File: src/design/ctt_pkg.sv
package ctt_pkg;

   // scanner modes
   typedef enum logic [3:0] {
      M_NORMAL,
      M_IDENT,
      M_STRING,
      M_STRING_BS,
      M_SLASH,
      M_LINE,
      M_BLOCK,
      M_BLOCK_SLASH,
      M_BLOCK_STAR
   } mode_type;

   // token kinds
   localparam logic [2:0] K_IDENT   = 3'd0;
   localparam logic [2:0] K_STRING  = 3'd1;
   localparam logic [2:0] K_LPAREN  = 3'd2;
   localparam logic [2:0] K_RPAREN  = 3'd3;
   localparam logic [2:0] K_COMMA   = 3'd4;
   localparam logic [2:0] K_SEMI    = 3'd5;
   localparam logic [2:0] K_UNKNOWN = 3'd6;
   localparam logic [2:0] K_END     = 3'd7;

   // record kinds
   localparam logic REC_VALUE = 1'b0;
   localparam logic REC_END   = 1'b1;

   // characters
   localparam logic [7:0] CH_NUL       = 8'h00;
   localparam logic [7:0] CH_LF        = 8'h0A;
   localparam logic [7:0] CH_QUOTE     = 8'h22;
   localparam logic [7:0] CH_LPAREN    = 8'h28;
   localparam logic [7:0] CH_RPAREN    = 8'h29;
   localparam logic [7:0] CH_STAR      = 8'h2A;
   localparam logic [7:0] CH_COMMA     = 8'h2C;
   localparam logic [7:0] CH_SLASH     = 8'h2F;
   localparam logic [7:0] CH_SEMI      = 8'h3B;
   localparam logic [7:0] CH_BACKSLASH = 8'h5C;
   localparam logic [7:0] CH_UNDERLINE = 8'h5F;
   localparam logic [1:0] UTF8_CONT    = 2'b10;

endpackage

File: src/design/ctt_req_if.sv
interface ctt_req_if;
   logic       valid;
   logic       ready;
   logic [7:0] text_byte;
   logic       end_of_text;

   modport source (output valid, output text_byte, output end_of_text, input ready);
   modport sink (input valid, input text_byte, input end_of_text, output ready);
endinterface

File: src/design/ctt_rsp_if.sv
interface ctt_rsp_if #(
   parameter int POSITION_BITS = 24,
   parameter int LENGTH_BITS = 16
);
   logic                     valid;
   logic                     ready;
   logic                     record_kind;
   logic [2:0]               token_kind;
   logic [7:0]               value_byte;
   logic [POSITION_BITS-1:0] first_line;
   logic [POSITION_BITS-1:0] first_column;
   logic [LENGTH_BITS-1:0]   value_length;
   logic                     last_in_run;

   modport source (
      output valid, output record_kind, output token_kind, output value_byte,
      output first_line, output first_column, output value_length, output last_in_run,
      input ready
   );
   modport sink (
      input valid, input record_kind, input token_kind, input value_byte,
      input first_line, input first_column, input value_length, input last_in_run,
      output ready
   );
endinterface

File: src/design/config_text_tokenizer.sv
// Channel | Dir | Payload                                              | Accept
// req     | in  | text_byte, end_of_text                               | valid & ready
// rsp     | out | record_kind, token_kind, value_byte, first_line,     | valid & ready
//         |     | first_column, value_length, last_in_run              |
//
// An input word is scanned in the cycle it is accepted; its zero to four result
// words land in a four-entry output buffer and leave one per cycle while
// rsp.ready is high. A word that yields two or more results holds req.ready low
// while the buffer drains down to its last entry.
// A new word is taken while the last buffered result is being taken.
// Synchronous reset clears the scanner state and empties the buffer.
module config_text_tokenizer #(
   parameter int POSITION_BITS = 24,
   parameter int LENGTH_BITS = 16,
   parameter int DEPTH_BITS = 16
) (
   input  logic          clock,
   input  logic          reset,
   ctt_req_if.sink       req,
   ctt_rsp_if.source     rsp
);
   import ctt_pkg::*;

   localparam logic [POSITION_BITS-1:0] POS_ONE = POSITION_BITS'(1);
   localparam logic [LENGTH_BITS-1:0]   LEN_ONE = LENGTH_BITS'(1);
   localparam logic [DEPTH_BITS-1:0]    DEP_ONE = DEPTH_BITS'(1);

   typedef struct packed {
      logic                     rk;
      logic [2:0]               kind;
      logic [7:0]               value;
      logic [POSITION_BITS-1:0] line;
      logic [POSITION_BITS-1:0] column;
      logic [LENGTH_BITS-1:0]   length;
      logic                     last;
   } rec_type;

   typedef struct packed {
      mode_type                 mode;
      logic [DEPTH_BITS-1:0]    depth;
      logic [POSITION_BITS-1:0] tl;
      logic [POSITION_BITS-1:0] tc;
      logic [LENGTH_BITS-1:0]   tlen;
      rec_type [3:0]            rec;
      logic [2:0]               n;
   } scan_type;

   mode_type                 mode_ff, mode_in;
   logic [DEPTH_BITS-1:0]    depth_ff, depth_in;
   logic [POSITION_BITS-1:0] tl_ff, tl_in;
   logic [POSITION_BITS-1:0] tc_ff, tc_in;
   logic [LENGTH_BITS-1:0]   tlen_ff, tlen_in;
   logic [POSITION_BITS-1:0] line_ff, line_in;
   logic [POSITION_BITS-1:0] col_ff, col_in;
   rec_type [3:0]            q_ff, q_in;
   logic [2:0]               cnt_ff, cnt_in;

   logic accept;
   logic pop;

   function automatic logic [POSITION_BITS-1:0] sat_pos(logic [POSITION_BITS-1:0] v);
      return (v == '1) ? v : v + POS_ONE;
   endfunction

   function automatic scan_type f_put(scan_type s, logic rk, logic [2:0] kind,
                                      logic [7:0] v, logic [LENGTH_BITS-1:0] len);
      rec_type r;
      r.rk     = rk;
      r.kind   = kind;
      r.value  = v;
      r.line   = s.tl;
      r.column = s.tc;
      r.length = len;
      r.last   = 1'b0;
      if (s.n != 3'd4) begin
         s.rec[s.n[1:0]] = r;
         s.n = s.n + 3'd1;
      end
      return s;
   endfunction

   function automatic scan_type f_value(scan_type s, logic [2:0] kind, logic [7:0] b);
      if (s.tlen != '1) begin
         s.tlen = s.tlen + LEN_ONE;
      end
      return f_put(s, REC_VALUE, kind, b, '0);
   endfunction

   function automatic scan_type f_end(scan_type s, logic [2:0] kind);
      return f_put(s, REC_END, kind, 8'h00, s.tlen);
   endfunction

   function automatic scan_type f_start(scan_type s, logic [POSITION_BITS-1:0] ln,
                                        logic [POSITION_BITS-1:0] col);
      s.tl   = ln;
      s.tc   = col;
      s.tlen = '0;
      return s;
   endfunction

   function automatic scan_type f_normal(scan_type s, logic [7:0] b,
                                         logic [POSITION_BITS-1:0] ln,
                                         logic [POSITION_BITS-1:0] col);
      logic [2:0] kind;
      s.mode = M_NORMAL;
      if (b inside {8'h20, [8'h09:8'h0D]}) begin
         return s;
      end
      s = f_start(s, ln, col);
      if (b == CH_SLASH) begin
         s.mode = M_SLASH;
      end else if (b inside {[8'h61:8'h7A], [8'h41:8'h5A], CH_UNDERLINE}) begin
         s.mode = M_IDENT;
         s = f_value(s, K_IDENT, b);
      end else if (b == CH_QUOTE) begin
         s.mode = M_STRING;
      end else begin
         case (b)
            CH_LPAREN: kind = K_LPAREN;
            CH_RPAREN: kind = K_RPAREN;
            CH_COMMA:  kind = K_COMMA;
            CH_SEMI:   kind = K_SEMI;
            default:   kind = K_UNKNOWN;
         endcase
         s = f_value(s, kind, b);
         s = f_end(s, kind);
      end
      return s;
   endfunction

   function automatic scan_type f_string(scan_type s, logic [7:0] b,
                                         logic [POSITION_BITS-1:0] ln,
                                         logic [POSITION_BITS-1:0] col);
      s.mode = M_STRING;
      if (b == CH_QUOTE) begin
         s = f_end(s, K_STRING);
         s.mode = M_NORMAL;
      end else if (b == CH_NUL) begin
         s = f_end(s, K_UNKNOWN);
         s = f_normal(s, b, ln, col);
      end else if (b == CH_BACKSLASH) begin
         s.mode = M_STRING_BS;
      end else begin
         s = f_value(s, K_STRING, b);
      end
      return s;
   endfunction

   function automatic mode_type f_block(logic [7:0] b);
      if (b == CH_SLASH) begin
         return M_BLOCK_SLASH;
      end else if (b == CH_STAR) begin
         return M_BLOCK_STAR;
      end
      return M_BLOCK;
   endfunction

   assign accept = req.valid && req.ready;
   assign pop    = rsp.valid && rsp.ready;

   // take a new word once the buffer is empty or its last entry leaves now
   assign req.ready = (cnt_ff == 3'd0) || ((cnt_ff == 3'd1) && rsp.ready);

   // scanner
   always_comb begin
      scan_type   s;
      logic [7:0] b;
      logic [1:0] idx;
      b         = req.text_byte;
      s.mode    = mode_ff;
      s.depth   = depth_ff;
      s.tl      = tl_ff;
      s.tc      = tc_ff;
      s.tlen    = tlen_ff;
      s.rec     = '0;
      s.n       = 3'd0;
      line_in   = line_ff;
      col_in    = col_ff;
      if (req.end_of_text) begin
         case (mode_ff)
            M_IDENT: s = f_end(s, K_IDENT);
            M_STRING_BS: begin
               s = f_value(s, K_STRING, CH_BACKSLASH);
               s = f_end(s, K_UNKNOWN);
            end
            M_STRING: s = f_end(s, K_UNKNOWN);
            M_SLASH: begin
               s = f_value(s, K_UNKNOWN, CH_SLASH);
               s = f_end(s, K_UNKNOWN);
            end
            default: ;
         endcase
         // end token sits at the current position
         s.tl = line_ff;
         s.tc = col_ff;
         s    = f_put(s, REC_END, K_END, 8'h00, '0);
         s.mode  = M_NORMAL;
         s.depth = '0;
         s.tl    = POS_ONE;
         s.tc    = POS_ONE;
         s.tlen  = '0;
         line_in = POS_ONE;
         col_in  = POS_ONE;
      end else begin
         case (mode_ff)
            M_IDENT: begin
               if (b inside {[8'h61:8'h7A], [8'h41:8'h5A], [8'h30:8'h39], CH_UNDERLINE}) begin
                  s = f_value(s, K_IDENT, b);
               end else begin
                  s = f_end(s, K_IDENT);
                  s = f_normal(s, b, line_ff, col_ff);
               end
            end
            M_STRING: s = f_string(s, b, line_ff, col_ff);
            M_STRING_BS: begin
               if (b == CH_QUOTE) begin
                  s = f_value(s, K_STRING, CH_QUOTE);
                  s.mode = M_STRING;
               end else begin
                  s = f_value(s, K_STRING, CH_BACKSLASH);
                  s = f_string(s, b, line_ff, col_ff);
               end
            end
            M_SLASH: begin
               if (b == CH_SLASH) begin
                  s.mode = M_LINE;
               end else if (b == CH_STAR) begin
                  s.mode  = M_BLOCK;
                  s.depth = DEP_ONE;
               end else begin
                  // lone slash
                  s = f_value(s, K_UNKNOWN, CH_SLASH);
                  s = f_end(s, K_UNKNOWN);
                  s = f_normal(s, b, line_ff, col_ff);
               end
            end
            M_LINE: begin
               if ((b == CH_LF) || (b == CH_NUL)) begin
                  s = f_normal(s, b, line_ff, col_ff);
               end
            end
            M_BLOCK: s.mode = f_block(b);
            M_BLOCK_SLASH: begin
               if (b == CH_STAR) begin
                  if (s.depth != '1) begin
                     s.depth = s.depth + DEP_ONE;
                  end
                  s.mode = M_BLOCK;
               end else begin
                  s.mode = f_block(b);
               end
            end
            M_BLOCK_STAR: begin
               if (b == CH_SLASH) begin
                  if (s.depth <= DEP_ONE) begin
                     s.depth = '0;
                     s.mode  = M_NORMAL;
                  end else begin
                     s.depth = s.depth - DEP_ONE;
                     s.mode  = M_BLOCK;
                  end
               end else begin
                  s.mode = f_block(b);
               end
            end
            default: s = f_normal(s, b, line_ff, col_ff);
         endcase
         if (b == CH_LF) begin
            line_in = sat_pos(line_ff);
            col_in  = POS_ONE;
         end else if (b[7:6] != UTF8_CONT) begin
            col_in = sat_pos(col_ff);
         end
      end
      idx = 2'(s.n - 3'd1);
      if (s.n != 3'd0) begin
         s.rec[idx].last = 1'b1;
      end
      mode_in  = s.mode;
      depth_in = s.depth;
      tl_in    = s.tl;
      tc_in    = s.tc;
      tlen_in  = s.tlen;
      // load a fresh batch, else shift the buffer down on a pop
      if (accept) begin
         q_in   = s.rec;
         cnt_in = s.n;
      end else if (pop) begin
         q_in[0] = q_ff[1];
         q_in[1] = q_ff[2];
         q_in[2] = q_ff[3];
         q_in[3] = q_ff[3];
         cnt_in  = cnt_ff - 3'd1;
      end else begin
         q_in   = q_ff;
         cnt_in = cnt_ff;
      end
   end

   always_ff @(posedge clock) begin
      if (reset) begin
         mode_ff  <= M_NORMAL;
         depth_ff <= '0;
         tl_ff    <= POS_ONE;
         tc_ff    <= POS_ONE;
         tlen_ff  <= '0;
         line_ff  <= POS_ONE;
         col_ff   <= POS_ONE;
         cnt_ff   <= 3'd0;
      end else begin
         if (accept) begin
            mode_ff  <= mode_in;
            depth_ff <= depth_in;
            tl_ff    <= tl_in;
            tc_ff    <= tc_in;
            tlen_ff  <= tlen_in;
            line_ff  <= line_in;
            col_ff   <= col_in;
         end
         cnt_ff <= cnt_in;
      end
   end

   always_ff @(posedge clock) begin
      q_ff <= q_in;
   end

   assign rsp.valid        = (cnt_ff != 3'd0);
   assign rsp.record_kind  = q_ff[0].rk;
   assign rsp.token_kind   = q_ff[0].kind;
   assign rsp.value_byte   = q_ff[0].value;
   assign rsp.first_line   = q_ff[0].line;
   assign rsp.first_column = q_ff[0].column;
   assign rsp.value_length = q_ff[0].length;
   assign rsp.last_in_run  = q_ff[0].last;

endmodule

File: src/flat_wrapper.sv
// flat-port wrapper written by rule: the top's interface ports become plain ports
module config_text_tokenizer_flat import ctt_pkg::*;
#(
   parameter int POSITION_BITS = 24,
   parameter int LENGTH_BITS = 16,
   parameter int DEPTH_BITS = 16
)
  (clock, reset, req_valid, req_text_byte, req_end_of_text, req_ready, rsp_valid, rsp_record_kind, rsp_token_kind, rsp_value_byte, rsp_first_line, rsp_first_column, rsp_value_length, rsp_last_in_run, rsp_ready);
  ctt_req_if req_i ();
  ctt_rsp_if #(.POSITION_BITS(POSITION_BITS), .LENGTH_BITS(LENGTH_BITS)) rsp_i ();
  input  logic clock;
  input  logic reset;
  input wire logic [$bits(req_i.valid)-1:0] req_valid;
  input wire logic [$bits(req_i.text_byte)-1:0] req_text_byte;
  input wire logic [$bits(req_i.end_of_text)-1:0] req_end_of_text;
  output wire logic [$bits(req_i.ready)-1:0] req_ready;
  output wire logic [$bits(rsp_i.valid)-1:0] rsp_valid;
  output wire logic [$bits(rsp_i.record_kind)-1:0] rsp_record_kind;
  output wire logic [$bits(rsp_i.token_kind)-1:0] rsp_token_kind;
  output wire logic [$bits(rsp_i.value_byte)-1:0] rsp_value_byte;
  output wire logic [$bits(rsp_i.first_line)-1:0] rsp_first_line;
  output wire logic [$bits(rsp_i.first_column)-1:0] rsp_first_column;
  output wire logic [$bits(rsp_i.value_length)-1:0] rsp_value_length;
  output wire logic [$bits(rsp_i.last_in_run)-1:0] rsp_last_in_run;
  input wire logic [$bits(rsp_i.ready)-1:0] rsp_ready;
  assign req_i.valid = req_valid;
  assign req_i.text_byte = req_text_byte;
  assign req_i.end_of_text = req_end_of_text;
  assign req_ready = req_i.ready;
  assign rsp_valid = rsp_i.valid;
  assign rsp_record_kind = rsp_i.record_kind;
  assign rsp_token_kind = rsp_i.token_kind;
  assign rsp_value_byte = rsp_i.value_byte;
  assign rsp_first_line = rsp_i.first_line;
  assign rsp_first_column = rsp_i.first_column;
  assign rsp_value_length = rsp_i.value_length;
  assign rsp_last_in_run = rsp_i.last_in_run;
  assign rsp_i.ready = rsp_ready;
  config_text_tokenizer #(.POSITION_BITS(POSITION_BITS), .LENGTH_BITS(LENGTH_BITS), .DEPTH_BITS(DEPTH_BITS)) u_core (.clock(clock), .reset(reset), .req(req_i), .rsp(rsp_i));
endmodule
File: config.mk
export PLATFORM = sky130hd
export DESIGN_NAME = config_text_tokenizer_flat
export DESIGN_NICKNAME = d
export VERILOG_FILES = /design/src/design/ctt_pkg.sv /design/src/design/ctt_req_if.sv /design/src/design/ctt_rsp_if.sv /design/src/design/config_text_tokenizer.sv /design/src/flat_wrapper.sv
export SDC_FILE = /design/constraint.sdc
export NUM_CORES = 1
export LEC_CHECK = 0
export BUFFER_PORTS_ARGS = -buffer_cell sky130_fd_sc_hd__buf_2
export CELL_PAD_IN_SITES_DETAIL_PLACEMENT = 0
export CELL_PAD_IN_SITES_GLOBAL_PLACEMENT = 1
export CORE_MARGIN = 2
export CORE_UTILIZATION = 45
export DETAILED_ROUTE_END_ITERATION = 7
export HOLD_SLACK_MARGIN = 0.06
export PLACE_DENSITY = 0.85
export SYNTH_ARGS = -nofsm -noshare
export SYNTH_HDL_FRONTEND = slang
export SYNTH_SLANG_ARGS = --single-unit
File: constraint.sdc
create_clock -name clock -period 6.8 [get_ports clock]
set_clock_uncertainty 0.1 [all_clocks]
set_input_delay 0.34 -clock clock [delete_from_list [all_inputs] [get_ports clock]]
set_output_delay 0.34 -clock clock [all_outputs]
set_load 0.005 [all_outputs]
==> metrics.txt, run 1 <==
Crit Path Class=flop to flop; post-layout min period=4.78 ns; synthesis-stage register bit count=406; gpl congestion=0.918; Clock Tree Buf Depth=3; CTS tree=built; sequential area share after synthesis=50.7%; Final period util=70.3%; DRT iter0 DRCs=1,606; vias in the first global route=16,500; # hold bufs at CTS=2; die footprint=0.0492 mm^2; Worst EP required=7.23 ns; H-tree levels=2; syn avg cell area=9.99 um^2; initial core utilization=45.7%; Overall Power=8.90 mW; layout cells sized above 1=11.0%; count of cell types in the netlist=94; initial antenna violation count=2; Num CTS Buffers=46; gr ovfl total=0; final HPWL from detailed placement=38,100 um; Sink Count=406; Static Leak=8.22 nW; Synth top area share=38.1%; I/O Buffers=91; area grow syn2layout=7.70%; clk_lat worst skew=0.59 ns; ANT nets after route=0; synth top area cells=edfxtp_1 38%, dfxtp_1 13%, a22o_1 4.8%; max_slew headroom=17.8%; Synth Cell Area=0.0214 mm^2; GRT Resource Usage Total=24.5%; Syn Nets=2,169; Slew Viols, Final=0; Post-synth EDFFs=271; fraction of registers with async set/reset=0%; max_cap viols=0; Final Util=49.2%; Non-Filler Instances=2,687; root buf cell=clkbuf_16; Startpoint Class=flop; Largest stage delay, worst path=0.89 ns; drt drc=0; core region area=0.0468 mm^2; Setup WS pre-CTS=2.33 ns; IO Pins=92; crit end category=flop; crit-path cells=inv_1 > nor3_1 > nor2_1 > inv_1 > ha_1 > nor2_1 > nor3_4 > buf_4 > nor2_1 > a211oi_1 > dlygate4sd3_1; post_cts resized=0; Synth Flop Type=edfxtp_1; chip width=222 um; commonest cells after routing, fill and taps aside=271 x edfxtp_1, 239 x nor2_1, 182 x nand2_1; router iterations before antenna repair=8; RSZ-0062 raised after global routing=false; clock-pin slew on the worst setup and hold paths=0.06 ns; Setup Fix Bufs, Post-CTS=0; drt total wl=61,400 um; Worst Hold Class=input pin to flop; wire length of the first global-routing pass=96,400 um; Worst Setup Slack, final=2.02 ns; critical path arrival=5.22 ns; most common cell after layout, fill and taps aside=edfxtp_1; Slew @ Worst Pin=1.23 ns; Ant. Diodes=0; via count=17,100; Ys Warns=0; most used cell, CP=nor2_1; endpoints failing setup=0; Worst VDD drop=0.360 mV; Worst Path Max Fanout=39; routed vias/inst=6.36; Rows=79; Final Hold Viols=0; setup TNS=0 ns; Synth area leader=edfxtp_1; PwrDens=387 mW/mm^2; run status=finished clean; pin count of the biggest net entering global routing=157; CP max stage cell=nor3_1; placed insts=2,599; final net count=2,071; Fmax=209 MHz; Die H=222 um; Routed wire per std cell=22.9 um; Cells after Synth=2,140
Yosys cell counts, types with 33 or more instances:
library cell / number
edfxtp_1: 271
nor2_1: 241
nand2_1: 182
clkbuf_1: 167
dfxtp_1: 135
a22o_1: 116
a221oi_1: 111
o21ai_0: 89
buf_4: 77
a21oi_1: 65
and2_1: 61
nand3_1: 61
and3_1: 44
xor2_1: 37
o31ai_1: 34
nor3_1: 33
kinds of logic (layout without fill, tap and decap cells):
kind of cell | after synthesis | count (layout) | share of synthesized area (%)
and+or+nand+nor | 757 | 757 | 17.4
AOI/OAI and AO/OA | 587 | 587 | 20.7
DFF | 406 | 406 | 50.7
buffers and inverters | 295 | 235 | 6.89
xor gates and xnor gates | 62 | 62 | 2.54
adders and majority gates | 17 | 17 | 0.984
muxes | 15 | 15 | 0.708
other | 1 | 1 | 0.0175
registers in the layout (all words and copies together), names as in the netlist, 4 cells and up:
name	flops
u_core.rsp.value_byte	8
u_core.col_ff	24
u_core.tlen_ff	16
u_core.rsp.first_line	24
u_core.mode_ff	4
u_core.tc_ff	24
u_core.rsp.first_column	24
u_core.q_ff	194
u_core.rsp.value_length	16
u_core.tl_ff	24
u_core.depth_ff	16
u_core.line_ff	24
layout make-up:
| cell class | count | area (um^2) |
|---|---|---|
| Tap cell | 607 | 759 |
| Timing Repair Buffer | 124 | 708 |
| Inverter | 25 | 104 |
| Multi-Input combinational cell | 1439 | 9130 |
| Clock inverter | 25 | 221 |
| Clock buffer | 61 | 1250 |
| Sequential cell | 406 | 10800 |
| Fill cell | 4295 | 23700 |
worst max-delay path: cells and delay by family (launching register included):
family	cells	cell delay, ns
AND/OR/NAND/NOR	5	1.90
buffers and inverters	4	1.59
flip-flops	1	0.67
adder cells (fa/ha/maj)	1	0.23
AO/OA/AOI/OAI	1	0.21
routing by layer:
metal  up-vias  global-route usage [%]  share of wire (%)
met4         4                    9.02                2.8
met1      8408                    31.8                 41
met5         -                       0              0.057
met2       729                    41.9                 49
met3       119                    3.42                6.7
li1       7840                       -                  -
through the flow:
stage	area (um^2)	hold WS [ns]
floorplan	21400	0.366
global placement	21500	0.383
detailed placement	21500	0.392
CTS	23000	0.0734
global route	23000	0.107
finish	23000	0.113
worst paths after layout:
path	start	endpoint	slack (ns)	depth (start not counted)
hold / removal	req_text_byte[5]	u_core.q_ff[224]	0.11	2
hold reg to reg	u_core.tl_ff[12]	u_core.tl_ff[12]	0.41	1
setup reg to reg	u_core.mode_ff[0]	u_core.cnt_ff[2]	2.02	11
setup / recovery	u_core.mode_ff[0]	u_core.cnt_ff[2]	2.02	11
where the power goes:
group	switching (mW)	leakage [nW]	internal, mW
registers	0.257	3.79	3.84
clock network	1.05	0.711	1.38
logic	1.56	3.72	0.813
total	2.87	8.22	6.03
(Power assumes the default switching activity.)
==> inputs of run 2 (changes only) <==
- PLACE_DENSITY: 0.85 -> 0.88
- clock period: 6.8 -> 4 ns (I/O delays scaled with it)
==> run 2 against run 1 <==
Compared with the run above:
- critical path depth unchanged
- die area unchanged
- fmax increased by 28%
- sequential power increased by 70%
- sequential share of layout area decreased by 1.0 points
- non-clock buffer count increased by 49
- register-to-register slack got worse by 1.8 ns
- setup slack got worse by 1.8 ns
==> metrics.txt, run 2 (synthesis gave the netlist of run 1 again) <==
run status=finished clean; Static Leak=8.48 nW (+3.2%); Ant. Diodes=0 (unchanged); initial antenna violation count=0 (-2); Num CTS Buffers=44 (-4.3%); clk_lat worst skew=0.60 ns (about the same); post-layout min period=3.74 ns (-1.04 ns); vias in the first global route=16,600 (+0.31%); Combinational Power Share=28.0% (+1.3 points); layout cells sized above 1=13.5% (+2.5 points); Design Area, Final=0.0235 mm^2 (+2.2%); wire length of the first global-routing pass=96,300 um (about the same); Clock Power Share=26.8% (-0.5 points); Worst EP required=4.38 ns (-2.85 ns); Seq pwr share=45.2% (-0.8 points); RSZ-0062 raised after global routing=false; Fmax=267 MHz (+28%); Cell Int Power=10.4 mW (+72%); clock-pin slew on the worst setup and hold paths=0.06 ns (about the same); Slew @ Worst Pin=1.07 ns (-0.156 ns); gpl congestion=0.944 (+2.9%); setup TNS=0 ns (unchanged); WHS=0.106 ns (-0.00772 ns); initial core utilization=45.7% (unchanged); die footprint=0.0492 mm^2 (unchanged); Crit Path Class=flop to flop; IO Pins=92 (unchanged); Rows=79 (unchanged); switch share=32.6% (+0.38 points); pin count of the biggest net entering global routing=138 (-12%); crit end category=flop; Overall Power=15.4 mW (+73%); max_cap viols=0 (unchanged); final net count=2,118 (+2.3%); final HPWL from detailed placement=39,400 um (+3.4%); Worst Hold Class=input pin to flop; ANT nets after route=0 (unchanged); sw power=5.01 mW (+75%); drt total wl=61,500 um (+0.15%); drt drc=0 (unchanged); DRT iter0 DRCs=1,883 (+17%); CTS tree=built; PwrDens=654 mW/mm^2 (+69%); H-tree levels=2 (unchanged); root buf cell=clkbuf_16; Final Hold Viols=0 (unchanged); Slew Viols, Final=0 (unchanged); Worst Path Max Fanout=8 (-79%); Worst VDD drop=0.433 mV (+20%); Startpoint Class=flop; commonest cells after routing, fill and taps aside=271 x edfxtp_1, 238 x nor2_1, 182 x nand2_1; Clock Tree Buf Depth=3 (unchanged); router iterations before antenna repair=5 (-3); placed insts=2,641 (+1.6%); Die H=222 um (unchanged); chip width=222 um (unchanged); most common cell after layout, fill and taps aside=edfxtp_1; I/O Buffers=91 (unchanged); GRT Resource Usage Total=24.5% (about the same); critical path arrival=4.12 ns (-1.10 ns); Non-Filler Instances=2,732 (+1.7%); max FFs per register=194 (unchanged); placed cell area=0.0220 mm^2 (+2.0%); register with the most flip-flops=u_core.q_ff; max_slew headroom=28.5% (+11 points); Setup Fix Bufs, Post-CTS=0 (unchanged); FILL cells=4,175 (-2.8%); routed vias/inst=6.33 (-0.46%); core region area=0.0468 mm^2 (unchanged); via count=17,300 (+1.2%); Sink Count=406 (unchanged); area grow syn2layout=10.0%; endpoints failing setup=0 (unchanged); Final period util=93.5% (+23 points); gr ovfl total=0 (unchanged); Routed wire per std cell=22.5 um (-1.5%)
-- run 2: cell types whose count changed in the layout (fill, tap and decap cells not counted), moves of 7 or more --
cell	previous run	this run
buf_12	0	8
buf_4	31	65
dlygate4sd3_1	2	9
clkinv_2	7	16
clkbuf_1	13	2
-- run 2: power groups by stage --
stage	Combinational, mW	Clock, mW	Sequential [mW]
floorplan	3.24	0	6.99
global placement	4.20	0	6.97
detailed placement	4.28	0	7.03
CTS	4.31	4.20	6.96
global route	4.72	4.36	7.08
finish	4.30	4.13	6.95
-- run 2: worst max-delay path, stage by stage (launching register included) --
cell       delay (ns)
dfxtp_1          0.45
nand3_1          0.26
or3_1            0.48
nor2_1           0.45
xnor2_1          0.21
ha_1             0.25
o2111ai_1        0.21
nor4_4           0.27
or3_1            0.15
a31oi_1          0.07
or4b_1           0.47
a32o_1           0.26
-- run 2: through the flow --
step | util (%) | worst slack [ns]
after floorplan | - | -0.745
after global placement | 47.0 | 0.219
after detailed placement | 47.0 | 0.340
after CTS | 50.3 | 0.316
after global routing | 50.3 | 0.0225
final | 50.3 | 0.259
-- run 2: timing repair --
action,4_1_cts,5_1_grt
hold buffers,9,0
gates resized for setup,0,1
endpoints found under the hold margin,29,0
endpoints found under the setup margin,0,1
-- run 2: area by class of cell --
cell class | count | area (um^2) | share of cell area (%)
clock buffers | 49 | 1160 | 4.94
well taps | 607 | 759 | 3.23
inverters | 25 | 100 | 0.426
flip-flops and latches | 406 | 10800 | 46.1
multi-input cells | 1439 | 9150 | 38.9
clock inverters | 33 | 307 | 1.30
repair buffers | 173 | 1190 | 5.08
-- run 2: worst paths after layout --
kind / start / to / slack [ns] / depth (start not counted)
max reg2reg: u_core.tlen_ff[15] / u_core.tlen_ff[0] / 0.26 / 11
min reg2reg: u_core.tc_ff[2] / u_core.tc_ff[2] / 0.42 / 1
min: req_text_byte[2] / u_core.q_ff[221] / 0.11 / 2
max: u_core.tlen_ff[15] / u_core.tlen_ff[0] / 0.26 / 11
-- run 2: routing by layer --
metal  part of all wire [%]  global-route usage (%)  up-vias  wire length, um
met5                      0                       0        -                0
met4                    3.0                    9.24        0             1850
met3                    7.0                    3.78      115             4330
met2                     47                    39.4      784            29100
met1                     43                    33.5     8499            26200
li1                       -                       -     7908                -
